<file path="config.mk">
export PLATFORM = sky130hd
export DESIGN_NAME = event_dispatch_queue
export DESIGN_NICKNAME = d
export VERILOG_FILES = /design/src/hdl/edq_pkg.sv /design/src/hdl/edq_cell.sv /design/src/hdl/edq_fifo.sv /design/src/hdl/event_dispatch_queue.sv
export SDC_FILE = /design/constraint.sdc
export NUM_CORES = 1
export LEC_CHECK = 0
export ABC_AREA = 1
export BUFFER_PORTS_ARGS = -buffer_cell sky130_fd_sc_hd__clkbuf_2
export CORE_MARGIN = 10
export CORE_UTILIZATION = 45
export CTS_BUF_LIST = sky130_fd_sc_hd__clkbuf_8
export DETAILED_ROUTE_END_ITERATION = 8
export PLACE_DENSITY = 0.56
export SYNTH_ARGS = -nofsm -noshare
export SYNTH_HDL_FRONTEND = slang
export SYNTH_HIERARCHICAL = 1
export SYNTH_SLANG_ARGS = --single-unit
</file>
<file path="constraint.sdc">
create_clock -name clk -period 7.2 [get_ports clk]
set_input_delay 1.44 -clock clk [delete_from_list [all_inputs] [get_ports clk]]
set_output_delay 1.44 -clock clk [all_outputs]
set_load 0.02 [all_outputs]
</file>
<file path="src/hdl/edq_pkg.sv">
`timescale 1ns / 1ps
// ----------------------------------------------------------------------------
// edq_pkg
// Shared codes and types for the event dispatch queue.
// ----------------------------------------------------------------------------
package edq_pkg;

	localparam int MODE_W    = 2;
	localparam int STATUS_W  = 3;
	localparam int HANDLER_W = 8;
	localparam int SUBIDX_W  = 4;
	localparam int EVOUT_W   = 8;

	localparam logic [MODE_W-1:0] MODE_SUBSCRIBE = 2'd0;
	localparam logic [MODE_W-1:0] MODE_EMIT      = 2'd1;
	localparam logic [MODE_W-1:0] MODE_TICK      = 2'd2;

	localparam logic [STATUS_W-1:0] ST_ACCEPTED   = 3'd0;
	localparam logic [STATUS_W-1:0] ST_DISPATCHED = 3'd1;
	localparam logic [STATUS_W-1:0] ST_NOTHING    = 3'd2;
	localparam logic [STATUS_W-1:0] ST_TABLE_FULL = 3'd3;
	localparam logic [STATUS_W-1:0] ST_QUEUE_FULL = 3'd4;

	typedef enum logic [1:0] {
		S_IDLE,
		S_POP,
		S_SCAN
	} edq_state_t;

	// control part of the probe walking down the cell row
	typedef struct packed {
		logic active;
		logic found;
	} edq_probe_ctl_t;

endpackage

</file>
<file path="src/hdl/edq_cell.sv">
`timescale 1ns / 1ps
// ----------------------------------------------------------------------------
// edq_cell
// One subscription slot; compares the passing probe and hands it on.
// ----------------------------------------------------------------------------
module edq_cell #(
	parameter int CELL_IDX = 0,
	parameter int ID_BITS  = 8,
	parameter int IDX_W    = 4,
	parameter int CNT_W    = 5
) (
	input  logic                          clk,
	input  logic                          arst_n,
	input  logic                          wr_en,
	input  logic [ID_BITS-1:0]            wr_event,
	input  logic [edq_pkg::HANDLER_W-1:0] wr_handler,
	input  logic [CNT_W-1:0]              sub_count,
	input  logic [CNT_W-1:0]              start_pos,
	input  edq_pkg::edq_probe_ctl_t       ctl_in,
	input  logic [ID_BITS-1:0]            ev_in,
	input  logic [IDX_W-1:0]              idx_in,
	input  logic [edq_pkg::HANDLER_W-1:0] hd_in,
	output edq_pkg::edq_probe_ctl_t       ctl_out,
	output logic [ID_BITS-1:0]            ev_out,
	output logic [IDX_W-1:0]              idx_out,
	output logic [edq_pkg::HANDLER_W-1:0] hd_out
);

	localparam logic [CNT_W-1:0] MY_POS = CNT_W'(CELL_IDX);
	localparam logic [IDX_W-1:0] MY_IDX = IDX_W'(CELL_IDX);

	logic [ID_BITS-1:0]            entry_ev_q;
	logic [edq_pkg::HANDLER_W-1:0] entry_hd_q;
	edq_pkg::edq_probe_ctl_t       ctl_q;
	logic [ID_BITS-1:0]            ev_q;
	logic [IDX_W-1:0]              idx_q;
	logic [edq_pkg::HANDLER_W-1:0] hd_q;
	logic                          hit;

	// slot is live only below the fill count, and only from the resume point on
	assign hit = ctl_in.active && !ctl_in.found && (MY_POS >= start_pos) &&
	             (MY_POS < sub_count) && (entry_ev_q == ev_in);

	always_ff @(posedge clk) begin
		if (wr_en && (sub_count == MY_POS)) begin
			entry_ev_q <= wr_event;
			entry_hd_q <= wr_handler;
		end
	end

	always_ff @(posedge clk or negedge arst_n) begin
		if (!arst_n) begin
			ctl_q <= '0;
		end else begin
			ctl_q.active <= ctl_in.active;
			ctl_q.found  <= ctl_in.found | hit;
		end
	end

	always_ff @(posedge clk) begin
		ev_q  <= ev_in;
		idx_q <= hit ? MY_IDX : idx_in;
		hd_q  <= hit ? entry_hd_q : hd_in;
	end

	assign ctl_out = ctl_q;
	assign ev_out  = ev_q;
	assign idx_out = idx_q;
	assign hd_out  = hd_q;

endmodule

</file>
<file path="src/hdl/edq_fifo.sv">
`timescale 1ns / 1ps
// ----------------------------------------------------------------------------
// edq_fifo
// Circular event queue with registered read data.
// ----------------------------------------------------------------------------
module edq_fifo #(
	parameter int DEPTH = 16,
	parameter int WIDTH = 8
) (
	input  logic             clk,
	input  logic             arst_n,
	input  logic             push,
	input  logic [WIDTH-1:0] push_data,
	input  logic             pop,
	output logic [WIDTH-1:0] pop_data,
	output logic             full,
	output logic             empty
);

	localparam int PTR_W = $clog2(DEPTH);
	localparam int CNT_W = $clog2(DEPTH + 1);
	localparam logic [PTR_W-1:0] LAST = PTR_W'(DEPTH - 1);
	localparam logic [CNT_W-1:0] FULL_CNT = CNT_W'(DEPTH);

	logic [WIDTH-1:0] mem [DEPTH];
	logic [PTR_W-1:0] wr_ptr_q;
	logic [PTR_W-1:0] rd_ptr_q;
	logic [CNT_W-1:0] count_q;
	logic [WIDTH-1:0] rd_data_q;

	assign full     = (count_q == FULL_CNT);
	assign empty    = (count_q == '0);
	assign pop_data = rd_data_q;

	always_ff @(posedge clk) begin
		if (push) begin
			mem[wr_ptr_q] <= push_data;
		end
		if (pop) begin
			rd_data_q <= mem[rd_ptr_q];
		end
	end

	always_ff @(posedge clk or negedge arst_n) begin
		if (!arst_n) begin
			wr_ptr_q <= '0;
			rd_ptr_q <= '0;
			count_q  <= '0;
		end else begin
			if (push) begin
				wr_ptr_q <= (wr_ptr_q == LAST) ? '0 : wr_ptr_q + 1'b1;
			end
			if (pop) begin
				rd_ptr_q <= (rd_ptr_q == LAST) ? '0 : rd_ptr_q + 1'b1;
			end
			// push and pop never come in the same cycle
			if (push) begin
				count_q <= count_q + 1'b1;
			end else if (pop) begin
				count_q <= count_q - 1'b1;
			end
		end
	end

endmodule

</file>
<file path="src/hdl/event_dispatch_queue.sv">
`timescale 1ns / 1ps
// ----------------------------------------------------------------------------
// event_dispatch_queue
// Publish-subscribe dispatcher: subscription table in a row of cells,
// emitted events in a queue, at most one handler dispatched per tick.
// ----------------------------------------------------------------------------
// An item is taken when start is high and busy is low; each item yields one
// result, shown on the result ports for a single cycle while done is high.
// The receiver cannot stall, so results must be captured the cycle they
// appear. Subscribe, emit, an idle tick and mode three answer in the cycle
// after acceptance. A tick that searches the table sends a probe down the row
// of ENTRIES cells, one cell per cycle, and answers when the probe leaves the
// last cell, after first popping a new event off the queue if it has none.
// ----------------------------------------------------------------------------
module event_dispatch_queue #(
	parameter int ENTRIES = 16,
	parameter int ID_BITS = 8
) (
	input  logic                          clk,
	input  logic                          arst_n,
	input  logic                          start,
	output logic                          busy,
	input  logic [edq_pkg::MODE_W-1:0]    mode,
	input  logic [ID_BITS-1:0]            event_id,
	input  logic [edq_pkg::HANDLER_W-1:0] handler_id,
	output logic                          done,
	output logic [edq_pkg::STATUS_W-1:0]  status,
	output logic [edq_pkg::SUBIDX_W-1:0]  subscriber_index,
	output logic [edq_pkg::HANDLER_W-1:0] handler_out,
	output logic [edq_pkg::EVOUT_W-1:0]   event_out
);

	localparam int IDX_W = $clog2(ENTRIES);
	localparam int CNT_W = $clog2(ENTRIES + 1);
	localparam int EV_EXT_W  = (ID_BITS > edq_pkg::EVOUT_W) ? ID_BITS : edq_pkg::EVOUT_W;
	localparam int IDX_EXT_W = (IDX_W > edq_pkg::SUBIDX_W) ? IDX_W : edq_pkg::SUBIDX_W;
	localparam logic [CNT_W-1:0] TABLE_FULL = CNT_W'(ENTRIES);

	edq_pkg::edq_state_t state_q, state_d;

	logic             accept;
	logic             launch;
	logic             sub_wr;
	logic             fifo_push;
	logic             fifo_pop;
	logic             fifo_full;
	logic             fifo_empty;
	logic [ID_BITS-1:0] fifo_rd_data;

	logic [CNT_W-1:0]   sub_count_q;
	logic [ID_BITS-1:0] cur_event_q;
	logic               cur_valid_q;
	logic [CNT_W-1:0]   search_pos_q;
	logic [ID_BITS-1:0] launch_event;

	logic                          done_q;
	logic [edq_pkg::STATUS_W-1:0]  status_q;
	logic [edq_pkg::SUBIDX_W-1:0]  sub_idx_q;
	logic [edq_pkg::HANDLER_W-1:0] handler_q;
	logic [edq_pkg::EVOUT_W-1:0]   event_q;

	edq_pkg::edq_probe_ctl_t       pr_ctl [ENTRIES+1];
	logic [ID_BITS-1:0]            pr_ev  [ENTRIES+1];
	logic [IDX_W-1:0]              pr_idx [ENTRIES+1];
	logic [edq_pkg::HANDLER_W-1:0] pr_hd  [ENTRIES+1];

	logic [EV_EXT_W-1:0]  tail_ev_ext;
	logic [IDX_EXT_W-1:0] tail_idx_ext;

	assign accept = start && !busy;

	// next state
	always_comb begin
		state_d = state_q;
		case (state_q)
			edq_pkg::S_IDLE: begin
				if (accept && (mode == edq_pkg::MODE_TICK)) begin
					if (cur_valid_q) begin
						state_d = edq_pkg::S_SCAN;
					end else if (!fifo_empty) begin
						state_d = edq_pkg::S_POP;
					end
				end
			end
			edq_pkg::S_POP: begin
				state_d = edq_pkg::S_SCAN;
			end
			edq_pkg::S_SCAN: begin
				if (pr_ctl[ENTRIES].active) begin
					state_d = edq_pkg::S_IDLE;
				end
			end
			default: begin
				state_d = edq_pkg::S_IDLE;
			end
		endcase
	end

	// state outputs
	always_comb begin
		busy         = 1'b1;
		launch       = 1'b0;
		launch_event = cur_event_q;
		case (state_q)
			edq_pkg::S_IDLE: begin
				busy   = 1'b0;
				launch = accept && (mode == edq_pkg::MODE_TICK) && cur_valid_q;
			end
			edq_pkg::S_POP: begin
				launch       = 1'b1;
				launch_event = fifo_rd_data;
			end
			edq_pkg::S_SCAN: begin
				busy = 1'b1;
			end
			default: begin
				busy = 1'b1;
			end
		endcase
	end

	assign sub_wr    = accept && (mode == edq_pkg::MODE_SUBSCRIBE) && (sub_count_q != TABLE_FULL);
	assign fifo_push = accept && (mode == edq_pkg::MODE_EMIT) && !fifo_full;
	assign fifo_pop  = accept && (mode == edq_pkg::MODE_TICK) && !cur_valid_q && !fifo_empty;

	edq_fifo #(
		.DEPTH(ENTRIES),
		.WIDTH(ID_BITS)
	) u_fifo (
		.clk      (clk),
		.arst_n   (arst_n),
		.push     (fifo_push),
		.push_data(event_id),
		.pop      (fifo_pop),
		.pop_data (fifo_rd_data),
		.full     (fifo_full),
		.empty    (fifo_empty)
	);

	assign pr_ctl[0].active = launch;
	assign pr_ctl[0].found  = 1'b0;
	assign pr_ev[0]  = launch_event;
	assign pr_idx[0] = '0;
	assign pr_hd[0]  = '0;

	for (genvar i = 0; i < ENTRIES; i++) begin : g_cell
		edq_cell #(
			.CELL_IDX(i),
			.ID_BITS (ID_BITS),
			.IDX_W   (IDX_W),
			.CNT_W   (CNT_W)
		) u_cell (
			.clk       (clk),
			.arst_n    (arst_n),
			.wr_en     (sub_wr),
			.wr_event  (event_id),
			.wr_handler(handler_id),
			.sub_count (sub_count_q),
			.start_pos (search_pos_q),
			.ctl_in    (pr_ctl[i]),
			.ev_in     (pr_ev[i]),
			.idx_in    (pr_idx[i]),
			.hd_in     (pr_hd[i]),
			.ctl_out   (pr_ctl[i+1]),
			.ev_out    (pr_ev[i+1]),
			.idx_out   (pr_idx[i+1]),
			.hd_out    (pr_hd[i+1])
		);
	end

	assign tail_ev_ext  = EV_EXT_W'(pr_ev[ENTRIES]);
	assign tail_idx_ext = IDX_EXT_W'(pr_idx[ENTRIES]);

	always_ff @(posedge clk or negedge arst_n) begin
		if (!arst_n) begin
			state_q      <= edq_pkg::S_IDLE;
			sub_count_q  <= '0;
			cur_event_q  <= '0;
			cur_valid_q  <= 1'b0;
			search_pos_q <= '0;
			done_q       <= 1'b0;
			status_q     <= edq_pkg::ST_ACCEPTED;
			sub_idx_q    <= '0;
			handler_q    <= '0;
			event_q      <= '0;
		end else begin
			state_q <= state_d;
			done_q  <= 1'b0;
			if (sub_wr) begin
				sub_count_q <= sub_count_q + 1'b1;
			end
			if (fifo_pop) begin
				search_pos_q <= '0;
			end
			if (state_q == edq_pkg::S_POP) begin
				cur_event_q <= fifo_rd_data;
				cur_valid_q <= 1'b1;
			end

			if (accept && !launch && !fifo_pop) begin
				done_q    <= 1'b1;
				sub_idx_q <= '0;
				handler_q <= '0;
				event_q   <= '0;
				case (mode)
					edq_pkg::MODE_SUBSCRIBE: begin
						status_q <= sub_wr ? edq_pkg::ST_ACCEPTED : edq_pkg::ST_TABLE_FULL;
					end
					edq_pkg::MODE_EMIT: begin
						status_q <= fifo_push ? edq_pkg::ST_ACCEPTED : edq_pkg::ST_QUEUE_FULL;
					end
					default: begin
						status_q <= edq_pkg::ST_NOTHING;
					end
				endcase
			end

			if ((state_q == edq_pkg::S_SCAN) && pr_ctl[ENTRIES].active) begin
				done_q <= 1'b1;
				if (pr_ctl[ENTRIES].found) begin
					status_q     <= edq_pkg::ST_DISPATCHED;
					sub_idx_q    <= tail_idx_ext[edq_pkg::SUBIDX_W-1:0];
					handler_q    <= pr_hd[ENTRIES];
					event_q      <= tail_ev_ext[edq_pkg::EVOUT_W-1:0];
					search_pos_q <= CNT_W'(pr_idx[ENTRIES]) + 1'b1;
				end else begin
					// no further subscriber: drop the current event
					status_q     <= edq_pkg::ST_NOTHING;
					sub_idx_q    <= '0;
					handler_q    <= '0;
					event_q      <= '0;
					search_pos_q <= '0;
					cur_valid_q  <= 1'b0;
					cur_event_q  <= '0;
				end
			end
		end
	end

	assign done             = done_q;
	assign status           = status_q;
	assign subscriber_index = sub_idx_q;
	assign handler_out      = handler_q;
	assign event_out        = event_q;

endmodule

</file>
==> flow_results.org, run 1 <==
** Worst setup path
- Largest stage delay on the critical path :: between 1 and 1.5 ns
- At the worst endpoint, the arrival time is around 4 ns.
- Crit path kind :: register to register
- The critical path contains buffers and inverters numbering 2 combined.
- On the critical path the largest part of the delay comes from simple AND/OR/NAND/NOR gates.
- Among the stages of the critical path, the cell type that occurs most often is sky130_fd_sc_hd__nand4_1.
- Type of destination of the critical path :: register
- Critical path depth in cells :: 7
- The slowest stage of the critical path belongs to the cell sky130_fd_sc_hd__nor3b_2.
- Cells traversed along the worst timing path :: inv_1, ha_1, nand4_1, nand3_2, clkinv_2, nand4_1, nor3b_2
- Measured in cells, the most critical reg-to-reg path has a length of 7.
- Along the worst path, the maximum fanout reaches 23.
- At the worst endpoint, the required time is between 7 and 8 ns.
- The worst setup path is launched from a register.

** Timing
- Derived from the worst setup path, the maximum achievable clock frequency is roughly 280 MHz.
- Setup Skew :: around 0.026 ns
- Setup Total Neg Slack :: 0 ns
- Normalized max-slew margin :: 0.1064
- Setup violators final :: 0
- Final Hold Viols :: 0
- Setup repair after global routing left no endpoint under its margin.
- At the pin with the least slew margin, the transition time is roughly 1.3 ns.
- The number of max-slew violations in the final report is 0.
- In the finished design, the share of the clock period the worst path needs comes to 0.4904.
- After layout, the minimum clock period comes to around 3.5 ns.

** Drt
- The final layout contains routed wiring with a total length of ~71000 µm.
- Per-cell via count in the routed design :: 4.668
- Antenna Violating Nets Remaining :: 0
- For this block, the initial DRC count from the detailed router was 1299.
- In the final routed layout, each cell accounts on average for 16.19 µm.
- Via count :: ~20k
- Pre-antenna DRT Iters :: 5
- After detailed routing, the number of remaining DRC violations is 0.

** Final layout
- The finished cells cover between 30000 and 40000 µm².
- Most common cell after layout, fill and taps aside :: sky130_fd_sc_hd__nand2_1
- Final Net Count :: 3374
- The area growth from synthesis to layout is 12.54%.
- Of the cells placed in the final design, the portion with a size suffix greater than 1 is 0.1323.
- Most frequent cells in the layout :: sky130_fd_sc_hd__nand2_1 (1067), sky130_fd_sc_hd__inv_1 (559), sky130_fd_sc_hd__edfxtp_1 (392)

** Synth
- Synth Register Bits :: ~800
- Of the total synthesized cell area, the portion taken by AND, OR, NAND and NOR gates is 0.2370.
- The average instance in the mapped netlist occupies between 9 and 10 µm².
- Arithmetic-cell share of the synthesized area counting full adders, half adders and majority gates :: 0.005039
- Post-Syn Instances :: 3178
- Yosys cell types :: between 50 and 60
- Fraction of synthesis flops using an asynchronous set or reset pin :: 0.1122
- Post-Syn Area :: roughly 31000 µm²
- Share of the yosys chip area belonging to registers :: 0.6530
- Proportion of synthesized area in mux cells :: 0
- Number of enable flip-flop cells after synthesis :: 392
- Synthesized-area fraction occupied by xor and xnor cells :: 0.008678
- Total number of yosys warnings :: 6
- Dominant combinational cell family by area after synthesis :: simple AND/OR/NAND/NOR gates
- Compound-cell area share of the yosys netlist :: 0.01556
- For this run, the leading register cell type out of synthesis is sky130_fd_sc_hd__edfxtp_1.

** Floorplan
- The die covers 80470 µm².
- The die is between 200 and 300 µm wide.
- Core Rows :: 96
- Number of top-level design ports :: 46
- The floorplan step defined a core boundary enclosing ~69000 µm².
- The floorplan step set the die height to approximately 280 µm.
- The initial utilization of the core area, before any placement, comes to 0.4554.

** Outcome
- The run finished with clean final reports.

** CTS
- CTS buffer count :: 136
- Clock latency on the worst-skew pair, taken at its later pin, is just under 0.8 ns.
- The clock drives approximately 800 sinks.
- The H-tree was split into 4 levels.
- CTS-repair resized insts :: 0
- Root cell of the clock tree :: sky130_fd_sc_hd__clkbuf_8
- Number of buffers inserted to repair setup after CTS :: 0
- CTS tree :: done
- Clock-pin slew of the registers on the worst-case setup and hold paths :: ~0.06 ns
- In this run the deepest clock path goes through 3 buffers.
- In this run, post-CTS hold repair placed 0 buffers.

** Placement
- The congestion estimate from routability-driven global placement came to around 0.81.
- Summing all placed instances gives a cell area of around 32000 µm².
- After legalization and detailed placement, the total HPWL measured roughly 47000 µm.
- Quantity of I/O buffers inserted on ports :: 45

** Global route
- Global routing finished with a remaining overflow of 0.
- The first global-routing pass estimated around 110000 µm of wire.
- Global-route usage over all layers :: 0.1760
- The number of antenna violations at the first check in global routing came to 4.
- The number of global-route vias before repair is 20.65k.
- Maximum number of pins on one net before global-route repair :: 68

** Hold path
- The tightest min-delay check is of the register to register type.
- Number of cells on the worst hold path :: 0

** Power and ir drop
- Maximum vdd ir drop :: roughly 0.17 mV
- In this run the static leakage power is around 17 nW.
- In this run the power density over the cells is approximately 370 nW/µm².

** Job
- Number of max-capacitance violations reported :: 0
-- logic make-up (layout without fill, tap and decap cells) --
logic type	after synthesis	count (layout)
DFF	802	802
and+or+nand+nor	1666	1666
adders and majority gates	12	12
other	1	16
xor gates and xnor gates	31	31
buffers and inverters	594	858
AOI/OAI and AO/OA	72	72
-- through the flow --
step	utilization	setup WS (ns)	total power, W	hold WS [ns]	instances
3_3_place_gp	0.4722	3.380	0.008890	0.3576	4133
2_1_floorplan	-	2.984	0.008070	0.3308	3191
6_report	0.5125	3.669	0.01290	0.3592	4388
3_5_place_dp	0.4722	3.250	0.008957	0.3597	4133
5_1_grt	0.5124	3.423	0.01371	0.3640	4387
4_1_cts	0.5122	3.606	0.01304	0.3577	4385
-- worst reg2reg max path: stages, from the launching register on --
cell,delay [ns]
sky130_fd_sc_hd__dfrtp_1,0.89
sky130_fd_sc_hd__inv_1,0.19
sky130_fd_sc_hd__ha_1,0.24
sky130_fd_sc_hd__nand4_1,0.15
sky130_fd_sc_hd__nand3_2,0.15
sky130_fd_sc_hd__clkinv_2,0.31
sky130_fd_sc_hd__nand4_1,0.17
sky130_fd_sc_hd__nor3b_2,1.04
-- layer usage --
metal  vias to the layer above  part of all wire  GRT usage
li1                      10237                 -          -
met1                      9718              0.45     0.2212
met2                       418              0.49     0.3004
met3                       111             0.043    0.03426
met4                         0             0.019    0.05785
met5                         -                 0          0
-- report_power, final --
group	internal (W)	switching, W	total (W)
Sequential	0.00547	0.000637	0.00611
Clock	0.00222	0.00182	0.00404
Combinational	0.000896	0.00186	0.00275
-- synthesized netlist by cell type (4+ instances only) --
master / instances / area, µm²
sky130_fd_sc_hd__nand2_2: 39 / 244.0
sky130_fd_sc_hd__inv_2: 22 / 82.58
sky130_fd_sc_hd__nor2_2: 32 / 200.2
sky130_fd_sc_hd__nor2_1: 164 / 615.6
sky130_fd_sc_hd__nand3_1: 252 / 1261
sky130_fd_sc_hd__buf_6: 25 / 281.5
sky130_fd_sc_hd__nand2_1: 1067 / 4005
sky130_fd_sc_hd__o21ai_1: 13 / 65.06
sky130_fd_sc_hd__nand4_1: 11 / 68.82
sky130_fd_sc_hd__dfrtp_1: 90 / 2252
sky130_fd_sc_hd__o21ai_0: 12 / 60.06
sky130_fd_sc_hd__a21boi_0: 21 / 157.7
sky130_fd_sc_hd__buf_2: 14 / 70.07
sky130_fd_sc_hd__inv_1: 511 / 1918
sky130_fd_sc_hd__buf_4: 13 / 97.59
sky130_fd_sc_hd__ha_1: 11 / 137.6
sky130_fd_sc_hd__xnor2_1: 28 / 245.2
sky130_fd_sc_hd__nor2_8: 5 / 100.1
sky130_fd_sc_hd__nor2_4: 16 / 180.2
sky130_fd_sc_hd__nand3_2: 38 / 380.4
sky130_fd_sc_hd__nand2_4: 4 / 45.04
sky130_fd_sc_hd__edfxtp_1: 392 / 11770
sky130_fd_sc_hd__o21bai_1: 8 / 60.06
sky130_fd_sc_hd__a21boi_2: 4 / 45.04
sky130_fd_sc_hd__a21oi_1: 6 / 30.03
sky130_fd_sc_hd__dfxtp_1: 320 / 6406
sky130_fd_sc_hd__nor3b_1: 6 / 45.04
sky130_fd_sc_hd__or2_2: 12 / 75.07
-- cell type report --
class                      instances  area, µm²
fill                            6294      33500
sequential                       802      20430
multi-input combinational       1795       8432
clock buffer                     149       2051
inverter                         539       2029
tap                              931       1165
clock inverter                   103      699.4
timing repair buffer              67      396.6
antenna                            2      5.005
-- final timing paths --
kind                                            startpoint                         endpoint  slack (ns)
worst min register to register  g_cell[6].u_cell/ev_out[5]       g_cell[7].u_cell/ev_out[5]        0.36
worst max register to register              sub_count_q[0]  g_cell[10].u_cell/entry_hd_q[2]        3.67
worst max-delay path                        sub_count_q[0]  g_cell[10].u_cell/entry_hd_q[2]        3.67
min in group asynchronous                           arst_n                   handler_out[4]        0.68
worst min-delay path            g_cell[6].u_cell/ev_out[5]       g_cell[7].u_cell/ev_out[5]        0.36
max in group asynchronous                           arst_n      g_cell[6].u_cell/ctl_out[1]        5.34
-- flip-flops by register name (all words and copies together), names as in the netlist, 4 cells and up --
| name | count |
|---|---|
| cur_event_q | 8 |
| search_pos_q | 5 |
| handler_out | 8 |
| g_cell.u_cell/hd_out | 128 |
| subscriber_index | 4 |
| event_out | 8 |
| g_cell.u_cell/idx_out | 64 |
| g_cell.u_cell/entry_hd_q | 128 |
| g_cell.u_cell/entry_ev_q | 128 |
| u_fifo/pop_data | 8 |
| g_cell.u_cell/ctl_out | 32 |
| u_fifo/wr_ptr_q | 4 |
| u_fifo/rd_ptr_q | 4 |
| u_fifo/mem | 128 |
| sub_count_q | 5 |
| g_cell.u_cell/ev_out | 128 |
| u_fifo/count_q | 5 |
(Power assumes the default switching activity.)
==> run 2: changes to the inputs <==
--- a/config.mk
+++ b/config.mk
@@ -11,7 +11,7 @@
 export CORE_UTILIZATION = 45
 export CTS_BUF_LIST = sky130_fd_sc_hd__clkbuf_8
 export DETAILED_ROUTE_END_ITERATION = 8
-export PLACE_DENSITY = 0.56
+export PLACE_DENSITY = 0.58
 export SYNTH_ARGS = -nofsm -noshare
 export SYNTH_HDL_FRONTEND = slang
 export SYNTH_HIERARCHICAL = 1
==> constraint.sdc (replaced) <==
create_clock -name clk -period 2.9 [get_ports clk]
set_input_delay 0.58 -clock clk [delete_from_list [all_inputs] [get_ports clk]]
set_output_delay 0.58 -clock clk [all_outputs]
set_load 0.02 [all_outputs]
==> run 2 against run 1 <==
Worst setup slack got worse by 3.2 ns. Via count increased by 0.54%. Flip-flop and latch count unchanged. Fmax increased by 47%. Sequential share of layout area decreased by 0.57 points. Sequential power increased by 150%. Clock power increased by 140%. Wire length increased by 0.86%. Largest cell class unchanged.
==> flow_results.org, run 2 (synthesized netlist as in run 1, its figures left out) <==
** Timing
- The worst slew margin relative to its limit was 0.3480 (was 0.1064).
- Setup violators final :: 0 (unchanged)
- Fmax achieved :: 417.1 MHz (was 283.2 MHz)
- PnR worst setup slack :: 0.5025 ns (was 3.669 ns)
- Setup Skew :: 0.04104 ns (was 0.02640 ns)
- Setup Total Neg Slack :: 0 ns (unchanged)
- Worst hold-check slack :: 0.2427 ns (was 0.3592 ns)
- Final critical-path required period :: 2.397 ns (was 3.531 ns)
- Final Hold Viols :: 0 (unchanged)
- Slew at the pin closest to its max-slew limit :: 0.9780 ns (was 1.335 ns)
- RSZ-0062 raised after global routing: false (unchanged).
- Post-route clock period utilization :: 0.8267 (was 0.4904)
- The number of max-slew violations in the final report was 0 (unchanged).

** Global route
- Wire length of the first global-routing pass :: 112000 µm (was 111700 µm)
- The number of antenna violations at the first check in global routing was 3 (was 4).
- The number of global-route vias before repair was 20.44k (was 20.65k).
- Maximum number of pins on one net before global-route repair :: 66 (was 68)
- Final global-route overflow total :: 0 (unchanged)
- The global router's overall resource usage was 0.1773 (was 0.1760).

** Power and ir drop
- Maximum vdd ir drop :: 0.3992 mV (was 0.1666 mV)
- The net switching fraction of the power came to 0.3363 (was 0.3343).
- The internal power summed over all cells is 0.02119 W (was 0.008586 W).
- Power share of the combinational group :: 0.224 (was 0.213)
- Switching component of the power :: 0.01074 W (was 0.004312 W)
- The sequential power share was 0.471 (was 0.474).
- Clk pwr share :: 0.305 (was 0.313)
- Static Leakage :: 17.05 nW (was 16.80 nW)
- Power density relative to cell area :: 897.9 nW/µm² (was 366.3 nW/µm²)

** Worst setup path
- The kind of start point of the critical path was a register (unchanged).
- The data required time of the critical path was 3.33 ns (was 7.57 ns).
- Cell class contributing the biggest share of worst-path delay :: buffers and inverters (was simple AND/OR/NAND/NOR gates)
- The class of the most critical setup path is register to register (unchanged).
- The highest net fanout along the worst path came to 23 (unchanged).
- The maximum single-stage delay on the critical path was 0.43 ns (was 1.04 ns).
- The cell with the largest stage delay on the worst path is sky130_fd_sc_hd__dfrtp_1 (was sky130_fd_sc_hd__nor3b_2).
- CP Data Arrival Time :: 2.83 ns (was 3.90 ns)
- Cells traversed along the worst timing path: inv_2, nand2_1, nor2_2, nand3_2, clkinv_2, inv_1, nor4b_4, buf_4 (was inv_1, ha_1, nand4_1, nand3_2, clkinv_2, nand4_1, nor3b_2).
- The number of buffers and inverters on the critical path came to 4 (was 2).
- The kind of end point of the critical path was a register (unchanged).

** CTS
- CTS-repair resized insts :: 0 (unchanged)
- H-tree lvl count :: 4 (unchanged)
- The TritonCTS clock tree is done (unchanged).
- CTS buffer count :: 134 (was 136)
- The buffer count from post-CTS setup fixing was 0 (unchanged).
- Clock insertion delay at the later pin of the skew report :: 0.76 ns (was 0.78 ns)
- The number of sinks driven by the clock tree is 802 (unchanged).
- Clock-pin slew of the registers on the worst-case setup and hold paths :: 0.06 ns (about the same)
- Root cell of the clock tree :: sky130_fd_sc_hd__clkbuf_8 (unchanged)
- Maximum buffer depth of the clock tree :: 3 (unchanged)

** Drt
- The number of nets with antenna violations after detailed routing was 0 (unchanged).
- The number of design-rule violations left by the first detailed-router iteration was 1281 (was 1299).
- Per-cell via count in the routed design :: 4.645 (was 4.668)
- Post-route DRC :: 0 (unchanged)
- The number of detailed-routing iterations run before antenna repair is 6 (was 5).
- The routed length per instance came to 16.16 µm (was 16.19 µm).
- The final wirelength came to 71680 µm (was 71060 µm).
- Via count :: 20.59k (was 20.48k)

** Outcome
- Status :: finished, final reports clean (unchanged)

** Floorplan
- Core area :: 68710 µm² (unchanged)
- The width of the die is 283.7 µm (unchanged).
- Area of the die :: 80470 µm² (unchanged)
- Overall die height :: 283.7 µm (unchanged)
- The starting density of the core came to 0.4554 (unchanged).
- The number of placement rows is 96 (unchanged).
- Number of top-level design ports :: 46 (unchanged)

** Final layout
- The most common cell after layout, fill and taps aside was sky130_fd_sc_hd__nand2_1 (unchanged).
- Final Net Count :: 3422 (was 3374)
- The core occupancy in the finished layout is 0.5176 (was 0.5125).
- The area growth from synthesis to layout is 13.66% (was 12.54%).
- Share of final-layout standard cells stronger than drive strength 1 :: 0.1396 (was 0.1323)
- Most frequent cells in the layout: sky130_fd_sc_hd__nand2_1 (1067), sky130_fd_sc_hd__inv_1 (569), sky130_fd_sc_hd__edfxtp_1 (392) (was sky130_fd_sc_hd__nand2_1 (1067), sky130_fd_sc_hd__inv_1 (559), sky130_fd_sc_hd__edfxtp_1 (392)).

** Hold path
- The class of the tightest hold or removal check was input port to register (was register to register).

** Job
- The number of max-cap violations was 0 (unchanged).

** Placement
- The count of buffers inserted at the top-level ports was 45 (unchanged).
- The routability congestion estimate was 0.8150 (was 0.8138).
- Pre-CTS WS :: 0.4365 ns (was 3.250 ns)
- Final HPWL from detailed placement :: 48420 µm (was 46880 µm)
-- run 2: cell count changes in the layout (fill, tap and decap cells not counted), moves of 2 or more --
cell | previous run | this run
sky130_fd_sc_hd__buf_4 | 22 | 69
sky130_fd_sc_hd__clkinv_2 | 24 | 11
sky130_fd_sc_hd__inv_1 | 559 | 569
sky130_fd_sc_hd__clkinv_1 | 13 | 17
sky130_fd_sc_hd__buf_12 | 0 | 3
sky130_fd_sc_hd__bufinv_16 | 8 | 5
sky130_fd_sc_hd__inv_6 | 7 | 4
sky130_fd_sc_hd__clkbuf_8 | 149 | 151
sky130_fd_sc_hd__nor4_2 | 2 | 0
sky130_fd_sc_hd__nor4_4 | 0 | 2
-- run 2: power groups by stage --
stage	clock (W)	combinational (W)	sequential, W
5_1_grt	0.0105	0.00815	0.0152
2_1_floorplan	0	0.00501	0.0150
4_1_cts	0.0100	0.00720	0.0151
3_5_place_dp	0	0.00717	0.0153
3_3_place_gp	0	0.00706	0.0152
6_report	0.00973	0.00716	0.0150
-- run 2: final timing paths --
kind / end / slack (ns) / cells after the start / start
setup reg to reg: g_cell[2].u_cell/entry_hd_q[5] / 0.50 / 8 / state_q[0]
max in group asynchronous: g_cell[5].u_cell/ctl_out[1] / 1.82 / 3 / arst_n
min in group asynchronous: subscriber_index[2] / 0.37 / 2 / arst_n
hold / removal: status[1] / 0.24 / 7 / mode[1]
setup / recovery: g_cell[2].u_cell/entry_hd_q[5] / 0.50 / 8 / state_q[0]
hold reg to reg: g_cell[5].u_cell/ev_out[4] / 0.36 / 0 / g_cell[4].u_cell/ev_out[4]
-- run 2: what timing repair did --
| item | CTS | global route |
|---|---|---|
| endpoints found under the hold margin | 37 | 0 |
| hold buffers | 1 | 0 |
| setup endpoints to repair | 0 | 0 |
-- run 2: cell type report --
type                    instances  area (µm²)
diodes                          1       2.502
clock buffers                 151        2078
clock inverters                98       586.8
fillers                      6274       33150
inverters                     539        2029
multi-input cells            1795        8458
flip-flops and latches        802       20430
well taps                     931        1165
repair buffers                117       808.3
-- run 2: metrics by stage --
| stage | instances | area (µm²) | total power, W |
|---|---|---|---|
| after floorplan | 3191 | 31380 | 0.02006 |
| after global placement | 4183 | 32880 | 0.02231 |
| after detailed placement | 4183 | 32880 | 0.02245 |
| after CTS | 4433 | 35560 | 0.03228 |
| after global routing | 4434 | 35560 | 0.03392 |
| final | 4434 | 35560 | 0.03193 |
-- run 2: tightest hold or removal path, delay by kind of cell --
kind | cells | cell delay [ns]
buffers and inverters | 2 | 0.14
AND/OR/NAND/NOR | 5 | 0.25
-- run 2: layer usage --
| metal | vias up | GRT usage | part of all wire |
|---|---|---|---|
| li1 | 10319 | - | - |
| met1 | 9670 | 0.2189 | 0.44 |
| met2 | 479 | 0.3036 | 0.49 |
| met3 | 124 | 0.03482 | 0.048 |
| met4 | 2 | 0.06583 | 0.022 |
| met5 | - | 0 | 0.00018 |
==> run 3: changes to the inputs <==
==> constraint.sdc (replaced) <==
create_clock -name clk -period 2.2 [get_ports clk]
set_input_delay 0.44 -clock clk [delete_from_list [all_inputs] [get_ports clk]]
set_output_delay 0.44 -clock clk [all_outputs]
set_load 0.02 [all_outputs]
==> run 3 against run 2 <==
Critical path depth unchanged. Global-route usage about the same. Die area unchanged. Combinational power up 35%. Final area up 2.3%. Sequential power up 33%. Power up 37%. Hold slack worse by 0.11 ns. Register-to-register slack worse by 0.40 ns. Clock skew down 0.016 ns. Highest routed layer is now met4.
==> flow_results.org, run 3 (synthesized netlist as in run 1, its figures left out) <==
** Outcome
- Status: finished, final reports clean (unchanged).

** Worst setup path
- The data arrival time of the worst path came to 2.57 ns (was 2.83 ns).
- Element type at the critical path start :: register (unchanged)
- The launching instance or port of the critical path is state_q[1] (was state_q[0]).
- The launching point of the worst reg2reg path is state_q[1] (was state_q[0]).
- Crit path kind :: register to register (unchanged)
- The data required time of the critical path was 2.67 ns (was 3.33 ns).
- Highest net fanout along the worst path :: 9 (was 23)
- The kind of end point of the critical path was a register (unchanged).

** Timing
- The worst hold slack came to 0.1344 ns (was 0.2427 ns).
- Final Hold Viols :: 0 (unchanged)
- Setup violators final :: 0 (unchanged)
- Slew at the pin closest to its max-slew limit :: 0.7021 ns (was 0.9780 ns)
- Post-route clock period utilization :: 0.9546 (was 0.8267)
- Max-slew violations :: 0 (unchanged)
- Setup Total Neg Slack :: 0 ns (unchanged)
- Final critical-path required period :: 2.100 ns (was 2.397 ns)
- Normalized max-slew margin :: 0.5319 (was 0.3480)
- Setup Skew :: 0.02533 ns (was 0.04104 ns)
- The maximum clock rate is 476.2 MHz (was 417.1 MHz).

** Floorplan
- Starting Density :: 0.4554 (unchanged)
- Core Rows :: 96 (unchanged)
- The core area was 68710 µm² (unchanged).
- Die X-Extent :: 283.7 µm (unchanged)
- Area of the die :: 80470 µm² (unchanged)
- The floorplan die height came to 283.7 µm (unchanged).
- The I/O pin total was 46 (unchanged).

** Global route
- The first-pass GRT wire length is 112600 µm (was 112000 µm).
- Global-route usage over all layers :: 0.1770 (was 0.1773)
- Number of antenna violations at the first check in global routing :: 2 (was 3)
- The pin count of the biggest net entering global routing came to 48 (was 66).
- Vias in the first global route :: 20.81k (was 20.44k)
- Final global-route overflow total :: 0 (unchanged)

** Drt
- Pre-antenna DRT Iters :: 5 (was 6)
- The number of remaining DRC errors is 0 (unchanged).
- The via total after detailed routing came to 20.67k (was 20.59k).
- The final wirelength came to 71440 µm (was 71680 µm).
- Iter 0 DRT Violations :: 1321 (was 1281)
- The number of nets with antenna violations after detailed routing came to 0 (unchanged).
- The number of vias per cell is 4.650 (was 4.645).
- The routed length per instance is 16.07 µm (was 16.16 µm).

** Power and ir drop
- The overall power of the completed layout came to 0.04375 W (was 0.03193 W).
- Maximum vdd ir drop :: 0.5589 mV (was 0.3992 mV)
- The power density over the cells is 1203 nW/µm² (was 897.9 nW/µm²).
- The static leakage is 17.24 nW (was 17.05 nW).

** Final layout
- The final layout net count is 3431 (was 3422).
- The number of filler instances in the final layout came to 6150 (was 6274).
- The post-route non-filler standard cell count is 4446 (was 4434).
- Most frequent cells in the layout :: sky130_fd_sc_hd__nand2_1 (1064), sky130_fd_sc_hd__inv_1 (542), sky130_fd_sc_hd__edfxtp_1 (392) (was sky130_fd_sc_hd__nand2_1 (1067), sky130_fd_sc_hd__inv_1 (569), sky130_fd_sc_hd__edfxtp_1 (392))
- Layout Cell Area excl Fill :: 36370 µm² (was 35560 µm²)
- Share of final-layout standard cells stronger than drive strength 1 :: 0.1554 (was 0.1396)
- The area growth from synthesis to layout was 16.24% (was 13.66%).
- The most common cell after layout, fill and taps aside was sky130_fd_sc_hd__nand2_1 (unchanged).

** Placement
- Placed cell count :: 4185 (was 4183)
- Gpl congestion :: 0.8259 (was 0.8150)
- Standard cell area after detailed placement :: 33290 µm² (was 32880 µm²)
- The sum of net half-perimeters after detailed placement was 47550 µm (was 48420 µm).
- Quantity of I/O buffers inserted on ports :: 45 (unchanged)

** CTS
- The master cell of the clock root buffer is sky130_fd_sc_hd__clkbuf_8 (unchanged).
- The TritonCTS clock tree is done (unchanged).
- The number of sinks driven by the clock tree was 802 (unchanged).
- The number of H-tree levels came to 4 (unchanged).
- The number of buffers added by the clock tree synthesis step is 136 (was 134).
- Clock insertion delay at the later pin of the skew report :: 0.77 ns (was 0.76 ns)
- The post-CTS clock slew at the launch and capture registers of the worst setup and hold paths was 0.06 ns (about the same).
- The largest buffer count on any clock path came to 3 (unchanged).

** Hold path
- Path class of the lowest-slack min-delay path :: input port to register (unchanged)
- Hold_sp :: mode[1] (unchanged)

** Job
- Number of max-capacitance violations reported :: 0 (unchanged)
run 3: worst paths after layout:
| kind | to | depth (start not counted) | slack, ns |
|---|---|---|---|
| max | u_fifo/mem[5][2] | 8 | 0.1 |
| min | status[1] | 7 | 0.13 |
| max reg2reg | u_fifo/mem[5][2] | 8 | 0.1 |
| min reg2reg | g_cell[10].u_cell/ev_out[3] | 0 | 0.36 |
| max in group asynchronous | g_cell[4].u_cell/ctl_out[0] | 3 | 1.24 |
| min in group asynchronous | event_out[6] | 2 | 0.23 |
run 3: final cells by class:
class	instances	area (µm²)	area share
inverter	539	2046	0.05625
timing repair buffer	122	1146	0.03152
multi-input combinational	1797	8593	0.2363
clock inverter	97	808.3	0.02223
tap	931	1165	0.03203
clock buffer	157	2161	0.05942
antenna	1	2.502	0.00006881
sequential	802	20440	0.5622
run 3: power by group:
part           leakage, nW  switching (W)  internal [W]
combinational         8.26        0.00640       0.00329
sequential            7.34        0.00195        0.0179
clock                 1.64        0.00604       0.00813
run 3: critical path, stage by stage (launching register included):
cell and delay [ns]:
sky130_fd_sc_hd__dfrtp_2 0.46, sky130_fd_sc_hd__nor2_4 0.15, sky130_fd_sc_hd__nand2_2 0.09, sky130_fd_sc_hd__nor2_2 0.10
sky130_fd_sc_hd__and3_4 0.20, sky130_fd_sc_hd__buf_4 0.19, sky130_fd_sc_hd__nand2_1 0.23, sky130_fd_sc_hd__nor2_1 0.19
sky130_fd_sc_hd__buf_4 0.19
run 3: per-layer routing:
metal | wire length, µm | global-route usage
met2 | 35830 | 0.3086
met4 | 1413 | 0.05706
met1 | 31200 | 0.2169
met5 | 0 | 0
met3 | 2993 | 0.03522
run 3: timing repair:
item	CTS	global route
hold buffers	1	0
endpoints found under the hold margin	35	0
setup endpoints to repair	0	160
buffers inserted	0	3
gates resized for setup	0	22
run 3: through the flow:
step	worst slack [ns]	util
6_report	0.09998	0.5293
5_1_grt	-0.0005111	0.5293
4_1_cts	0.01402	0.5280
3_5_place_dp	-0.03778	0.4846
3_3_place_gp	0.09894	0.4846
2_1_floorplan	-0.05117	-
